### config.mk
export PLATFORM = sky130hd
export DESIGN_NAME = forest_fire_grid_step_top
export DESIGN_NICKNAME = d
export VERILOG_FILES = /design/src/sv/ffgs_pkg.sv /design/src/sv/forest_fire_grid_step_top.sv /design/src/sv/ffgs_lane.sv /design/src/sv/ffgs_row.sv /design/src/sv/ffgs_outq.sv
export SDC_FILE = /design/constraint.sdc
export NUM_CORES = 1
export LEC_CHECK = 0
export BUFFER_PORTS_ARGS = -buffer_cell sky130_fd_sc_hd__buf_2
export CAP_MARGIN = 25
export CORE_MARGIN = 2
export CORE_UTILIZATION = 55
export CTS_BUF_LIST = sky130_fd_sc_hd__clkbuf_16
export CTS_CLUSTER_DIAMETER = 50
export DETAILED_ROUTE_END_ITERATION = 6
export PLACE_DENSITY_LB_ADDON = 0.08
export SLEW_MARGIN = 20
export SYNTH_ARGS = -nofsm -noshare
export SYNTH_HDL_FRONTEND = slang
export SYNTH_SLANG_ARGS = --single-unit
### constraint.sdc
create_clock -name clk -period 6.1 [get_ports clk]
set_input_delay 0 -clock clk [delete_from_list [all_inputs] [get_ports clk]]
set_output_delay 0 -clock clk [all_outputs]
set_load 0.05 [all_outputs]
### src/sv/ffgs_pkg.sv
package ffgs_pkg;

  localparam int ROW_W         = 64;
  localparam int CFG_W         = 6;
  localparam int MAX_WIDTH_DEF = 32;
  localparam int OUTQ_DEPTH    = 4;

  localparam logic [CFG_W-1:0] WIDTH_RESET = 6'd30;

  localparam logic [1:0] CELL_EMPTY   = 2'd0;
  localparam logic [1:0] CELL_TREE    = 2'd1;
  localparam logic [1:0] CELL_BURNING = 2'd2;
  localparam logic [1:0] CELL_BURNT   = 2'd3;

  typedef struct packed {
    logic [ROW_W-1:0] row_cells;
    logic             last_row;
  } in_t;

  typedef struct packed {
    logic [ROW_W-1:0] next_row;
    logic             last;
  } out_t;

  // first result (held row) and second result (incoming row)
  typedef struct packed {
    logic held;
    logic cur;
  } push_t;

endpackage

### src/sv/forest_fire_grid_step_top.sv
// Forest-fire automaton, one generation, streamed a row at a time.
// Input channel (in_valid/in_stall/in_data): one grid row per transfer,
// top to bottom, last_row set on the bottom row. The first row of a grid
// gives no result, each middle row gives the new state of the row above
// it, and the bottom row gives two results: the row above it and then
// itself with last set. A single-row grid gives one result with last set.
// Output channel (out_valid/out_stall/out_data): results in that order.
// Config channel (cfg_valid/cfg_ready/cfg_data): cells per row, always
// ready; values above MAX_WIDTH saturate, zero gives all-zero rows.
// Results of a row are written into the output queue when the row is
// transferred. Both results of a row are computed in the cycle of its
// transfer by two banks of MAX_WIDTH cell lanes, so one row is taken per
// cycle while in_stall is low; the two results of a bottom row are absorbed
// by a four-entry output queue that raises in_stall when fewer than two entries are free.
// Reset clears the stored rows (a new grid starts) and sets the width
// to 30. When the receiver stalls, results wait in the queue and input
// stalls once the queue fills.
module forest_fire_grid_step_top #(
  parameter int MAX_WIDTH = ffgs_pkg::MAX_WIDTH_DEF
) (
  input  logic                          clk,
  input  logic                          rst_n,
  input  logic                          in_valid,
  output logic                          in_stall,
  input  ffgs_pkg::in_t                 in_data,
  output logic                          out_valid,
  input  logic                          out_stall,
  output ffgs_pkg::out_t                out_data,
  input  logic                          cfg_valid,
  output logic                          cfg_ready,
  input  logic [ffgs_pkg::CFG_W-1:0]    cfg_data
);

  localparam int ROW_W = ffgs_pkg::ROW_W;
  localparam int CFG_W = ffgs_pkg::CFG_W;

  logic [CFG_W-1:0] width_r;
  logic [CFG_W-1:0] lanes_w;
  logic [ROW_W-1:0] row_above_r, row_above_nxt;
  logic [ROW_W-1:0] row_held_r, row_held_nxt;
  logic             above_valid_r, above_valid_nxt;
  logic             held_valid_r, held_valid_nxt;
  logic [ROW_W-1:0] cur_row;
  logic [ROW_W-1:0] up_row;
  logic             accept;
  logic             full;
  ffgs_pkg::push_t  push;
  ffgs_pkg::out_t   held_res;
  ffgs_pkg::out_t   cur_res;

  assign cfg_ready = 1'b1;
  assign in_stall  = full;
  assign accept    = in_valid && !in_stall;

  always_ff @(posedge clk) begin
    if (!rst_n) begin
      width_r <= ffgs_pkg::WIDTH_RESET;
    end else if (cfg_valid && cfg_ready) begin
      width_r <= cfg_data;
    end
  end

  assign lanes_w = (width_r > CFG_W'(MAX_WIDTH)) ? CFG_W'(MAX_WIDTH) : width_r;

  // drop lanes beyond the width in force
  always_comb begin
    for (int b = 0; b < ROW_W; b++) begin
      cur_row[b] = in_data.row_cells[b] && (CFG_W'(b >> 1) < lanes_w);
    end
  end

  assign up_row = above_valid_r ? row_above_r : '0;

  ffgs_row #(.MAX_WIDTH(MAX_WIDTH)) u_row_held (
    .up_row   (up_row),
    .mid_row  (row_held_r),
    .down_row (cur_row),
    .lanes_w  (lanes_w),
    .next_row (held_res.next_row)
  );

  ffgs_row #(.MAX_WIDTH(MAX_WIDTH)) u_row_cur (
    .up_row   (held_valid_r ? row_held_r : '0),
    .mid_row  (cur_row),
    .down_row ('0),
    .lanes_w  (lanes_w),
    .next_row (cur_res.next_row)
  );

  assign held_res.last = 1'b0;
  assign cur_res.last  = 1'b1;

  always_comb begin
    push.held = accept && held_valid_r;
    push.cur  = accept && in_data.last_row;
  end

  always_comb begin
    row_above_nxt   = row_above_r;
    row_held_nxt    = row_held_r;
    above_valid_nxt = above_valid_r;
    held_valid_nxt  = held_valid_r;
    if (accept) begin
      if (in_data.last_row) begin
        // grid done: start over
        row_above_nxt   = '0;
        row_held_nxt    = '0;
        above_valid_nxt = 1'b0;
        held_valid_nxt  = 1'b0;
      end else begin
        row_above_nxt   = held_valid_r ? row_held_r : '0;
        above_valid_nxt = held_valid_r;
        row_held_nxt    = cur_row;
        held_valid_nxt  = 1'b1;
      end
    end
  end

  always_ff @(posedge clk) begin
    if (!rst_n) begin
      row_above_r   <= '0;
      row_held_r    <= '0;
      above_valid_r <= 1'b0;
      held_valid_r  <= 1'b0;
    end else begin
      row_above_r   <= row_above_nxt;
      row_held_r    <= row_held_nxt;
      above_valid_r <= above_valid_nxt;
      held_valid_r  <= held_valid_nxt;
    end
  end

  ffgs_outq u_outq (
    .clk       (clk),
    .rst_n     (rst_n),
    .push      (push),
    .held_res  (held_res),
    .cur_res   (cur_res),
    .full      (full),
    .out_valid (out_valid),
    .out_stall (out_stall),
    .out_data  (out_data)
  );

  a_above_needs_held: assert property (@(posedge clk) disable iff (!rst_n)
    above_valid_r |-> held_valid_r)
    else $error("row above stored without held row");

  a_last_clears: assert property (@(posedge clk) disable iff (!rst_n)
    accept && in_data.last_row |=> !held_valid_r && !above_valid_r)
    else $error("state not cleared after bottom row");

  a_idle_rows_zero: assert property (@(posedge clk) disable iff (!rst_n)
    !held_valid_r |-> (row_held_r == '0) && (row_above_r == '0))
    else $error("stale row data with nothing held");

endmodule

### src/sv/ffgs_lane.sv
module ffgs_lane (
  input  logic       en,
  input  logic       right_en,
  input  logic [1:0] up_cell,
  input  logic [1:0] mid_cell,
  input  logic [1:0] down_cell,
  input  logic [1:0] left_cell,
  input  logic [1:0] right_cell,
  output logic [1:0] next_cell
);

  logic fire;

  always_comb begin
    fire = (up_cell == ffgs_pkg::CELL_BURNING) ||
           (down_cell == ffgs_pkg::CELL_BURNING) ||
           (left_cell == ffgs_pkg::CELL_BURNING) ||
           (right_en && (right_cell == ffgs_pkg::CELL_BURNING));
    if (!en) begin
      next_cell = ffgs_pkg::CELL_EMPTY;
    end else if (mid_cell == ffgs_pkg::CELL_TREE) begin
      next_cell = fire ? ffgs_pkg::CELL_BURNING : ffgs_pkg::CELL_TREE;
    end else begin
      next_cell = ffgs_pkg::CELL_BURNT;
    end
  end

endmodule

### src/sv/ffgs_row.sv
module ffgs_row #(
  parameter int MAX_WIDTH = ffgs_pkg::MAX_WIDTH_DEF
) (
  input  logic [ffgs_pkg::ROW_W-1:0] up_row,
  input  logic [ffgs_pkg::ROW_W-1:0] mid_row,
  input  logic [ffgs_pkg::ROW_W-1:0] down_row,
  input  logic [ffgs_pkg::CFG_W-1:0] lanes_w,
  output logic [ffgs_pkg::ROW_W-1:0] next_row
);

  logic [2*MAX_WIDTH-1:0] lanes_out;

  for (genvar j = 0; j < MAX_WIDTH; j++) begin : g_lane
    logic [1:0] left_cell;
    logic [1:0] right_cell;

    if (j == 0) begin : g_left_edge
      assign left_cell = ffgs_pkg::CELL_EMPTY;
    end else begin : g_left
      assign left_cell = mid_row[2*j-1 -: 2];
    end

    if (j == MAX_WIDTH-1) begin : g_right_edge
      assign right_cell = ffgs_pkg::CELL_EMPTY;
    end else begin : g_right
      assign right_cell = mid_row[2*j+3 -: 2];
    end

    ffgs_lane u_lane (
      .en         (ffgs_pkg::CFG_W'(j) < lanes_w),
      .right_en   (ffgs_pkg::CFG_W'(j + 1) < lanes_w),
      .up_cell    (up_row[2*j+1 -: 2]),
      .mid_cell   (mid_row[2*j+1 -: 2]),
      .down_cell  (down_row[2*j+1 -: 2]),
      .left_cell  (left_cell),
      .right_cell (right_cell),
      .next_cell  (lanes_out[2*j+1 -: 2])
    );
  end

  // merge lanes into one row, unused upper lanes zero
  assign next_row = ffgs_pkg::ROW_W'(lanes_out);

endmodule

### src/sv/ffgs_outq.sv
module ffgs_outq (
  input  logic                clk,
  input  logic                rst_n,
  input  ffgs_pkg::push_t     push,
  input  ffgs_pkg::out_t      held_res,
  input  ffgs_pkg::out_t      cur_res,
  output logic                full,
  output logic                out_valid,
  input  logic                out_stall,
  output ffgs_pkg::out_t      out_data
);

  localparam int DEPTH = ffgs_pkg::OUTQ_DEPTH;
  localparam int PTR_W = $clog2(DEPTH);
  localparam int CNT_W = $clog2(DEPTH + 1);

  ffgs_pkg::out_t   mem_r [DEPTH];
  logic [PTR_W-1:0] wr_ptr_r, wr_ptr_nxt;
  logic [PTR_W-1:0] rd_ptr_r, rd_ptr_nxt;
  logic [CNT_W-1:0] count_r, count_nxt;
  logic [PTR_W-1:0] cur_ptr;
  logic             pop;

  assign pop       = out_valid && !out_stall;
  assign out_valid = (count_r != '0);
  assign out_data  = mem_r[rd_ptr_r];
  // leave room for two results per transfer
  assign full      = (count_r > CNT_W'(DEPTH - 2));
  assign cur_ptr   = wr_ptr_r + PTR_W'(push.held);

  always_comb begin
    wr_ptr_nxt = wr_ptr_r + PTR_W'(push.held) + PTR_W'(push.cur);
    rd_ptr_nxt = rd_ptr_r + PTR_W'(pop);
    count_nxt  = count_r + CNT_W'(push.held) + CNT_W'(push.cur) - CNT_W'(pop);
  end

  always_ff @(posedge clk) begin
    if (!rst_n) begin
      wr_ptr_r <= '0;
      rd_ptr_r <= '0;
      count_r  <= '0;
    end else begin
      wr_ptr_r <= wr_ptr_nxt;
      rd_ptr_r <= rd_ptr_nxt;
      count_r  <= count_nxt;
    end
  end

  always_ff @(posedge clk) begin
    if (push.held) begin
      mem_r[wr_ptr_r] <= held_res;
    end
    if (push.cur) begin
      mem_r[cur_ptr] <= cur_res;
    end
  end

  a_count_bound: assert property (@(posedge clk) disable iff (!rst_n)
    count_r <= CNT_W'(DEPTH))
    else $error("output queue overflow");

  a_no_push_when_full: assert property (@(posedge clk) disable iff (!rst_n)
    full |-> !(push.held || push.cur))
    else $error("push into full output queue");

  a_ptr_gap: assert property (@(posedge clk) disable iff (!rst_n)
    PTR_W'(wr_ptr_r - rd_ptr_r) == PTR_W'(count_r))
    else $error("queue pointers disagree with count");

endmodule
# Word level (Yosys, flattened, before mapping)
# Memories as Yosys holds them, arrays and structs flattened. A register that Yosys moved wholly into a read port is not among the register bits.
# Index checks and enable logic that the tools add are counted.
[classes]
n_addsub = 6
n_lt_le_gt_ge = 34
eq_ne = 192
mux = 204
reduce_logical = 289
[ops]
columns = ["op", "count"]
rows = [
  ["2-bit two-way mux", 193],
  ["2-bit equality test (second input constant)", 128],
  ["64-bit two-way mux", 4],
  ["1-bit logical OR", 156],
  ["1-bit logical AND", 130],
  ["2-bit by 1-bit equality test with 1-bit output (second input constant)", 64],
  ["5-bit by 6-bit less-than comparator with 1-bit output (first input constant)", 16],
  ["4-bit by 6-bit less-than comparator with 1-bit output (first input constant)", 8],
  ["3-bit by 6-bit less-than comparator with 1-bit output (first input constant)", 4],
  ["1-bit by 6-bit less-than comparator with 1-bit output (first input constant)", 2],
  ["2-bit by 6-bit less-than comparator with 1-bit output (first input constant)", 2],
  ["2-bit by 1-bit adder with 2-bit output", 3],
  ["3-bit by 1-bit adder with 3-bit output", 2],
  ["6-bit > comparator (second input constant)", 1],
  ["1-bit two-way mux", 6],
  ["6-bit two-way mux", 1],
  ["3-bit by 2-bit > comparator with 1-bit output (second input constant)", 1],
  ["3-bit nonzero test", 1],
  ["3-bit by 1-bit subtractor with 3-bit output", 1],
  ["1-bit logical NOT", 2],
]
[word_totals]
register_bits = 143
ramBits = 260
in_bits = 76
output_inout_bits = 68
word_cells = 734
mem_count = 1
[mem_list]
columns = ["memory", "depth", "width", "rd", "rd_ports_with_merged_regs", "wr", "line_no", "rtl"]
rows = [
  ["u_outq.mem_r", 4, 65, 1, 1, 2, "ffgs_outq.sv:17", "ffgs_pkg::out_t mem_r [DEPTH];"],
]

# Longest topological paths before layout
# Gate-level depths: netlist (run 1).
[logic_depth]
depth_word = 11
mapped_depth = 11
ltp_nobuf = 11

# Modules after synthesis
# From an unflattened synthesis (run 1), not the netlist that was laid out.
[unflattened]
cells_unflattened = 2068
hier_area_um2 = 23854.1
[by_module_without_submodules]
columns = ["mod", "n_inst", "cells_per_inst", "area_each_um2", "seq_area_each_um2"]
rows = [
  ["ffgs_outq", 1, 674, 13282.7, 7947.6],
  ["forest_fire_grid_step_top", 1, 626, 6072.1, 2722.6],
  ["ffgs_lane", 64, 10, 58.8, 0.0],
  ["ffgs_row", 2, 64, 367.9, 0.0],
]

# Worst setup path after synthesis (run 1)
# Ideal clock, no wire load.
[synth_timing]
path_kind = "reg-to-reg"
start = "register u_outq.count_r[1]"
end = "memory u_outq.mem_r[3][10] (netlist bit) (enable)"
t_arrival_ns = 5.520
setup_slack_ns = 0.006
path_stages_with_launch = 7
cell_sequence = "dfxtp_1 -> inv_1 -> ha_1 -> nor2_2 -> nor2_4 -> inv_2 -> o21ai_0"
[synth_rtl]
columns = ["item", "line_no", "rtl"]
rows = [
  ["from (decl)", "ffgs_outq.sv:20", "logic [CNT_W-1:0] count_r, count_nxt;"],
  ["from (signal assigned)", "ffgs_outq.sv:45", "count_r <= count_nxt;"],
  ["to (decl)", "ffgs_outq.sv:17", ""],
]

==> results of run 1 <==
-- metal layers --
layer	global-route usage, %	part of all wire (%)	vias to the layer above	wire (um)
met5	0	0	-	0
met1	50.8	44	8245	27600
li1	-	-	7623	-
met2	45.4	43	966	27000
met3	6.76	12	63	7620
met4	7.57	1.6	0	1020
-- placed cells by master, fill, tap and decap left out, types with 8 or more instances in the layout --
| cell | n |
|---|---|
| o21ai_1 | 9 |
| nand3_1 | 76 |
| dfxtp_1 | 144 |
| o22ai_1 | 255 |
| nand3b_1 | 20 |
| a21o_1 | 10 |
| and3b_1 | 10 |
| nor2b_1 | 117 |
| clkbuf_16 | 47 |
| a21boi_0 | 66 |
| nand4b_1 | 8 |
| nand2b_1 | 56 |
| a31o_2 | 20 |
| and2_1 | 13 |
| nor3_1 | 13 |
| a22oi_1 | 67 |
| o21ai_0 | 67 |
| edfxtp_1 | 256 |
| buf_4 | 27 |
| nand2_1 | 135 |
| inv_1 | 57 |
| a21oi_1 | 27 |
| buf_2 | 141 |
| clkinv_2 | 8 |
| o211ai_1 | 8 |
| nor2_1 | 45 |
| a41o_1 | 9 |
| clkinv_1 | 9 |
| a211o_1 | 12 |
| mux4_2 | 65 |
| dlygate4sd3_1 | 94 |
-- cell type report --
type / count / area, um2
inverter: 50 / 188
antenna: 2 / 5.00
clock inverter: 38 / 270
multi-input combinational: 1260 / 9090
sequential: 403 / 10600
timing repair buffer: 266 / 1930
tap: 468 / 586
clock buffer: 47 / 1180
fill: 2897 / 12800
-- worst min-delay path by stage --
stage | start | end | slack, ps
global route | in_valid | held_valid_r | 120
detailed placement | cfg_data[1] | width_r[1] | 220
global placement | cfg_data[2] | width_r[2] | 220
floorplan | cfg_data[1] | width_r[1] | 130
finish | in_valid | u_outq.count_r[0] | 70
CTS | in_valid | u_outq.count_r[0] | 40
-- repair_timing --
| action | CTS | global route |
|---|---|---|
| buffers inserted | 0 | 0 |
| hold buffers | 94 | 0 |
| endpoints found under the hold margin | 93 | 0 |
-- through the flow --
stage	instances	cell area, um2
after CTS	2530	23800
after floorplan	1864	20500
after detailed placement	2351	21500
after global placement	2349	21400
after global routing	2533	23900
final	2534	23900
-- state kept, by name, indices dropped and copies added, names as in the netlist --
register and count:
held_valid_r 1, above_valid_r 1, u_outq.wr_ptr_r 2, row_above_r 64, u_outq.rd_ptr_r 2, u_outq.mem_r 260, u_outq.count_r 3, row_held_r 64
width_r 6
-- kinds of logic (layout without fill, tap and decap cells) --
group	count (synthesis)	in the layout
and+or+nand+nor	538	538
buffers and inverters	201	401
xor gates and xnor gates	5	5
muxes	70	70
other	1	3
AOI/OAI and AO/OA	639	639
adders and majority gates	7	7
DFF	403	403
-- worst register-to-register path, stage by stage, from the launching register on --
cell     delay (ps)
dfxtp_1         310
inv_1           140
ha_1            310
o21a_2          180
buf_4           580
nand3_1         340
o21ai_4         830
buf_4           570
o22ai_1         180
-- where the power goes --
part	switching (mW)	total (mW)	internal [mW]
combinational	1.88	2.71	0.829
sequential	0.149	3.33	3.18
clock	1.14	2.64	1.50
total	3.17	8.68	5.51
==> metrics, run 1 <==
final WL 63.2 mm; Mapped Area 20,500 um2; main area contributors after synthesis edfxtp_1, dfxtp_1, o22ai_1; initial antenna violation count 2; Hold Fails Final Rpt 0; Adder-Cell Fraction of Synth Area 0.500%; crit path cell chain inv_1 > ha_1 > o21a_2 > buf_4 > nand3_1 > o21ai_4 > buf_4 > o22ai_1; GR Overflow Total 0; Syn Nets 1,947; ys async rst share 0%; Die Span Y 197 um; setup TNS 0 ps; GRT Util Overall 32.2%; remaining antenna violation count 0; routed len/inst 24.9 um; die area 38,800 um2; hold path depth 4; #FFs+latches synth 403; smallest hold slack 65.1 ps; slew margin rel. 13.9%; Pins Over Slew Limit 0; dpl ws 2320 ps; port bufs 142; Commonest cells post-synth edfxtp_1, o22ai_1, dfxtp_1; RSZ-0062 raised after global routing no; HP Class input port to flip-flop; WS Path Type flip-flop to flip-flop; ys flop type edfxtp_1; HPWL Detailed 40.7 mm; measured slew at the worst slew-check pin 1280 ps; largest net degree at the start of global routing 114; largest family of logic cells by synthesized area compound AO/OA/AOI/OAI gates; TritonCTS Sinks 403; Final period util 60.9%; Synth Area in XOR/XNOR 0.214%; Power, Total 8.68 mW; Initial Utilization 55.9%; drt via density 6.67; sequential area share after synthesis 51.8%; FF-to-FF Start u_outq.count_r[1]; CP max stage cell o21ai_4; Critical Path AT 3990 ps; reg2reg setup slack 2380 ps; Worst Path Max Fanout 65; first drt pass iteration count 6; row count 70; Startpoint Class flip-flop; Clock transition at path regs 60 ps; Syn. warnings 0; Layout area overhead 16.5%; Root Buffer clkbuf_16; number of enable flip-flop cells after synthesis 256; mux cell area share after synthesis 7.38%; pwr dens 363 nW/um2; Top delay family on crit path buffers and inverters; final worst slack 2380 ps; clock latency on the worst-skew pair 590 ps; 1st-iter DRT viols 2,128; CP Buf/Inv Count 3; RR Endpoint u_outq.mem_r[3][37]; Synth Area per Inst 11.0 um2; leakage 8.76 nW; Levels on crit path 8; Synth Area in Simple Gates 14.3%; Max VDD drop 0.239 mV; total number of vias 16.9k; most common cell in the netlist edfxtp_1; # setup viols final 0; H-tree depth 2; worst-case reg-to-reg path depth 8; # IOs 144; vias in the first global route 15.5k; share of the synthesized area in the top cell type 37.5%; Layout Skew 26.0 ps; first-pass GRT wire length 94.2 mm; share of cells above drive strength 1 18.1%; Yosys top cell by area edfxtp_1; post-synth cell types 84; Critical Path Max Stage Delay 830 ps; CP Capture Type flip-flop; Max-Cap Viols 0; status finished, final reports clean; Post-Syn Instances 1,864; nets@finish 2,110; Critical Path End u_outq.mem_r[3][37]; Max Freq 0.269 GHz; WP data required 6380 ps; Post-Route Utilization 65.1%; core box area 36,700 um2; Final min period 3720 ps; CTS Buffer Depth 3; DR DRC count 0; Synth Area in Compound Gates 21.5%; # resized after CTS 0; CTS tree done; GPL Wtd Cong 0.922; CP startpoint u_outq.count_r[1]; CP dominant cell by count buf_4; die width 197 um; TritonCTS Buffers 46
(Power assumes the default switching activity.)
==> run 2, diff against run 1 <==
==> constraint.sdc (replaced) <==
create_clock -name clk -period 3.17 [get_ports clk]
set_input_delay 0 -clock clk [delete_from_list [all_inputs] [get_ports clk]]
set_output_delay 0 -clock clk [all_outputs]
set_load 0.05 [all_outputs]
==> run 2 against run 1 <==
Against the previous run:
- first-iteration DRC count rose by 13%
- register-to-register slack got worse by 2200 ps
- count of clock-buffer cells in the layout rose by 2
- global-route usage rose by 1.6 points
- via count rose by 4.2%
- combinational power rose by 110%
- largest power group unchanged
- critical path type unchanged
- power rose by 95%
- hold slack improved by 2.8 ps
- critical path depth fell by 2
==> metrics, run 2 (synthesized netlist as in run 1, its figures left out) <==
clock latency on the worst-skew pair 580 ps (about the same); # setup viols final 0 (unchanged); Critical Path End u_outq.mem_r[0][37]; pwr dens 689 nW/um2 (+90%); hold_buf cts 110 (+17%); FF-to-FF Start width_r[4]; setup TNS 0 ps (unchanged); die width 197 um (unchanged); first-pass GRT wire length 99.2 mm (+5.4%); Placed Area 22,100 um2 (+3.0%); WS Path Type flip-flop to flip-flop; status finished, final reports clean; Die Span Y 197 um (unchanged); largest net degree at the start of global routing 131 (+15%); nets@finish 2,177 (+3.2%); 1st-iter DRT viols 2,404 (+13%); Max-Cap Viols 0 (unchanged); Root Buffer clkbuf_16; Max VDD drop 0.387 mV (+62%); Initial Utilization 55.9% (unchanged); crit path cell chain nor2_2 > buf_4 > nor3_1 > a211oi_1 > o21ai_0 > o22ai_1; Final Cell Area 24,600 um2 (+3.0%); CP Buf/Inv Count 1 (-2); Startpoint Class flip-flop; Largest register FFs 260 (unchanged); # IOs 144 (unchanged); DR DRC count 0 (unchanged); Levels on crit path 6 (-2); Final period util 93.4% (+33 points); worst-case reg-to-reg path depth 6 (-2); HP Class input port to flip-flop; row count 70 (unchanged); vias in the first global route 16.4k (+6.0%); reg2reg setup slack 210 ps (-2180 ps); Fill cells 2,822 (-2.6%); routed len/inst 25.4 um (+1.8%); Critical Path Max Stage Delay 810 ps (-20 ps); TritonCTS Sinks 403 (unchanged); Layout Skew 21.0 ps (-5.04 ps); total number of vias 17.6k (+4.2%); Regs by FF count u_outq.mem_r: 260 flops, row_above_r: 64 flops, row_held_r: 64 flops; CTS Buffer Depth 3 (unchanged); first drt pass iteration count 7 (+1); placed insts 2,404 (+2.3%); initial antenna violation count 3 (+1); WP data required 3440 ps (-2940 ps); RR Endpoint u_outq.mem_r[0][37]; CP Capture Type flip-flop; Layout area overhead 20.0%; Top delay family on crit path compound AO/OA/AOI/OAI gates; Hold Fails Final Rpt 0 (unchanged); GR Overflow Total 0 (unchanged); leading cell types in the layout, fill and taps excluded edfxtp_1, o22ai_1, dfxtp_1; leakage 9.21 nW (+5.1%); GRT Util Overall 33.8% (+1.6 points); die area 38,800 um2 (unchanged); CTS tree done; core box area 36,700 um2 (unchanged); remaining antenna violation count 0 (unchanged); share of cells above drive strength 1 19.6% (+1.5 points); register bank with the most flops u_outq.mem_r; CP max stage cell dfxtp_1; most common cell after layout, fill and taps aside edfxtp_1; # resized after CTS 0 (unchanged); RSZ-0062 raised after global routing no; postcts setup bufs 0 (unchanged); Pins Over Slew Limit 0 (unchanged); final WL 66.0 mm (+4.4%); measured slew at the worst slew-check pin 1100 ps (-177 ps); GPL Wtd Cong 0.887 (-3.8%); Final min period 2960 ps (-754 ps); HPWL Detailed 42.5 mm (+4.4%); Clock transition at path regs 60 ps (about the same); CP startpoint width_r[4]; Critical Path AT 3230 ps (-760 ps); port bufs 142 (unchanged); drt via density 6.77 (+1.6%); TritonCTS Buffers 46 (unchanged); Worst Path Max Fanout 27 (-58%); H-tree depth 2 (unchanged); Max Freq 0.338 GHz (+25%); Non-Filler Instances 2,599 (+2.6%); slew margin rel. 26.0% (+12 points)
[run 2: final cells by class]
| type | instances | area (um2) | area share (%) |
|---|---|---|---|
| repair buffers | 333 | 2690 | 10.9 |
| clock inverters | 35 | 186 | 0.757 |
| inverters | 50 | 188 | 0.762 |
| well taps | 468 | 586 | 2.38 |
| multi-input cells | 1260 | 9110 | 37.0 |
| flip-flops and latches | 403 | 10600 | 43.2 |
| diodes | 1 | 2.50 | 0.0102 |
| clock buffers | 49 | 1230 | 4.98 |
[run 2: routing by layer]
| metal | track usage (%) | wire [um] | vias to the layer above |
|---|---|---|---|
| li1 | - | - | 7747 |
| met1 | 50.3 | 27600 | 8615 |
| met2 | 49.7 | 28700 | 1134 |
| met3 | 9.13 | 8530 | 105 |
| met4 | 7.69 | 1120 | 4 |
| met5 | 0 | 24 | - |
[run 2: power by group]
group          internal (mW)  total [mW]  switching [mW]  leakage (nW)
logic                   1.77        5.56            3.79          4.50
registers               6.12        6.40           0.281          3.96
clock network           2.86        5.01            2.15         0.748
[run 2: how the worst min path moves through the flow]
stage,start,endpoint,slack [ps],depth (start not counted)
4_1_cts,in_valid,u_outq.count_r[0],60,4
5_1_grt,in_valid,u_outq.count_r[0],100,4
3_3_place_gp,cfg_data[2],width_r[2],250,3
2_1_floorplan,cfg_data[1],width_r[1],130,2
6_report,in_valid,u_outq.count_r[0],70,4
3_5_place_dp,cfg_data[2],width_r[2],240,3
[run 2: worst register-to-register path, stage by stage (launching register included)]
cell	delay, ps
dfxtp_1	810
nor2_2	40
buf_4	250
nor3_1	500
a211oi_1	90
o21ai_0	760
o22ai_1	210
[run 2: metrics by stage]
step / power, mW / hold WS, ps / util, % / setup WS (ps)
global route: 17.5 / 96.9 / 67.1 / 89.8
detailed placement: 11.9 / 241 / 60.2 / 335
global placement: 11.8 / 252 / 60.2 / 417
floorplan: 10.2 / 129 / - / 27.8
CTS: 16.9 / 62.8 / 67.1 / 296
finish: 17.0 / 67.9 / 67.1 / 209
==> run 3, diff against run 2 <==
--- a/config.mk
+++ b/config.mk
@@ -7,7 +7,7 @@
 export LEC_CHECK = 0
 export BUFFER_PORTS_ARGS = -buffer_cell sky130_fd_sc_hd__buf_2
 export CAP_MARGIN = 25
-export CORE_MARGIN = 2
+export CORE_MARGIN = 1.5
 export CORE_UTILIZATION = 55
 export CTS_BUF_LIST = sky130_fd_sc_hd__clkbuf_16
 export CTS_CLUSTER_DIAMETER = 50
==> run 3 against run 2 <==
Against the previous run:
- the flow now finishes with violations (design-rule violations)
- clock skew increased by 10 ps
- sequential cell count unchanged
- sequential power about the same
- die area decreased by 1.0%
- power increased by 0.43%
- first-iteration DRC count decreased by 11%
- count of clock-buffer cells in the layout decreased by 2
- critical path type unchanged
- critical endpoint is now u_outq.mem_r[3][45]
- highest routed layer is now met4
==> metrics, run 3 (synthesized netlist as in run 1, its figures left out) <==
total number of vias 17.3k (-1.9%); 1st-iter DRT viols 2,137 (-11%); CP dominant cell by count a211oi_1; worst hold path startpoint rst_n; largest net degree at the start of global routing 100 (-24%); clock latency on the worst-skew pair 600 ps (+20 ps); GRT Util Overall 33.2% (-0.64 points); CP max stage cell dfxtp_1; GPL Wtd Cong 0.902 (+1.7%); # resized after CTS 0 (unchanged); initial antenna violation count 1 (-2); WHS Endpoint row_held_r[35]; first-pass GRT wire length 96.3 mm (-3.0%); hold_buf cts 81 (-26%); FF-to-FF Start width_r[2]; first drt pass iteration count 7 (unchanged); Max Freq 0.355 GHz (+5.1%); Layout area overhead 19.6%; Regs by FF count u_outq.mem_r: 260 flops, row_above_r: 64 flops, row_held_r: 64 flops; RR Endpoint u_outq.mem_r[3][45]; Initial Utilization 55.9% (unchanged); setup TNS 0 ps (unchanged); HP Class input port to flip-flop; Die Span Y 196 um (-0.51%); Clock transition at path regs 60 ps (about the same); # setup viols final 0 (unchanged); nets@finish 2,175 (-0.092%); Worst Path Max Fanout 24 (-11%); DR DRC count 5 (+5); measured slew at the worst slew-check pin 958 ps (-142 ps); GR Overflow Total 0 (unchanged); status finished with violations; TritonCTS Sinks 403 (unchanged); CP Buf/Inv Count 1 (unchanged); TritonCTS Buffers 47 (+2.2%); Max VDD drop 0.416 mV (+7.5%); WP data required 3490 ps (+50 ps); Top delay family on crit path flip-flops; Root Buffer clkbuf_16; Fill cells 2,826 (+0.14%); port bufs 142 (unchanged); hold path depth 2 (-2); RSZ-0062 raised after global routing no; vias in the first global route 16.0k (-2.5%); Max-Cap Viols 0 (unchanged); Largest register FFs 260 (unchanged); register bank with the most flops u_outq.mem_r; die width 196 um (-0.51%); row count 70 (unchanged); worst-case reg-to-reg path depth 6 (unchanged); core box area 36,700 um2 (unchanged); H-tree depth 2 (unchanged); share of cells above drive strength 1 20.9% (+1.3 points); postcts setup bufs 0 (unchanged); Critical Path Max Stage Delay 950 ps (+140 ps); drt via density 6.65 (-1.8%); CP Capture Type flip-flop; CTS tree done; Layout Skew 31.3 ps (+10.3 ps); CTS Buffer Depth 3 (unchanged); Final min period 2820 ps (-143 ps); leakage 9.12 nW (-0.93%); Critical Path AT 3140 ps (-90 ps); final WL 64.5 mm (-2.3%); Startpoint Class flip-flop; Pins Over Slew Limit 0 (unchanged); reg2reg setup slack 350 ps (+140 ps); # IOs 144 (unchanged); WS Path Type flip-flop to flip-flop; die area 38,400 um2 (-1.0%); routed len/inst 24.8 um (-2.3%); Hold Fails Final Rpt 0 (unchanged); remaining antenna violation count 0 (unchanged); smallest hold slack 68.8 ps (+0.900 ps); pwr dens 695 nW/um2 (+0.83%); crit path cell chain a211oi_1 > nor4_1 > a211oi_1 > o21ai_0 > buf_4 > o22ai_1; Final period util 88.9% (-4.5 points); most common cell after layout, fill and taps aside edfxtp_1; leading cell types in the layout, fill and taps excluded edfxtp_1, o22ai_1, dfxtp_1; slew margin rel. 35.4% (+9.4 points); HPWL Detailed 42.7 mm (+0.39%); failing checks design-rule violations
==> run 3: cell count changes in the layout (fill, tap and decap cells not counted), moves of 2 or more <==
cell	previous run	this run
buf_4	61	91
dlygate4sd3_1	110	81
buf_12	21	17
bufinv_16	1	3
clkbuf_16	49	47
clkinv_8	0	2
clkinvlp_4	1	3
inv_1	62	60
==> run 3: cell type report <==
class	count	area [um2]	area share, %
multi-input combinational	1260	9110	37.1
inverter	50	188	0.766
antenna	2	5.00	0.0204
timing repair buffer	330	2540	10.4
clock inverter	38	282	1.15
sequential	403	10600	43.4
clock buffer	47	1180	4.80
tap	468	586	2.39
==> run 3: per-stage QoR <==
step | setup slack [ps] | instance area [um2] | instances | utilization (%) | power (mW)
floorplan | 27.8 | 20500 | 1864 | - | 10.2
global placement | 467 | 22200 | 2430 | 60.6 | 11.8
detailed placement | 401 | 22200 | 2430 | 60.6 | 11.9
CTS | 388 | 24500 | 2596 | 66.8 | 17.0
global route | 126 | 24500 | 2597 | 66.8 | 17.6
finish | 352 | 24500 | 2598 | 66.8 | 17.0
==> run 3: per-layer routing <==
| metal | routed length (um) | up-vias | track usage (%) |
|---|---|---|---|
| met3 | 8840 | 91 | 10.6 |
| met2 | 27700 | 1032 | 47.8 |
| li1 | - | 7748 | - |
| met4 | 1170 | 0 | 6.55 |
| met1 | 26800 | 8405 | 49.3 |
| met5 | 0 | - | 0 |
==> run 3: worst max path at each step <==
stage	from	to	slack (ps)	depth (start not counted)
2_1_floorplan	u_outq.count_r[2]	u_outq.mem_r[3][10]	30	11
5_1_grt	width_r[2]	u_outq.mem_r[3][11]	130	5
3_5_place_dp	width_r[2]	u_outq.mem_r[2][11]	400	5
6_report	width_r[2]	u_outq.mem_r[3][45]	350	6
4_1_cts	u_outq.count_r[1]	u_outq.mem_r[3][35]	390	10
3_3_place_gp	u_outq.count_r[1]	u_outq.mem_r[3][50]	470	10
==> run 3: report_power, final <==
group | internal [mW] | switching, mW | total (mW)
clock | 2.94 | 2.19 | 5.13
combinational | 1.79 | 3.72 | 5.51
sequential | 6.12 | 0.281 | 6.40
total | 10.9 | 6.19 | 17.0
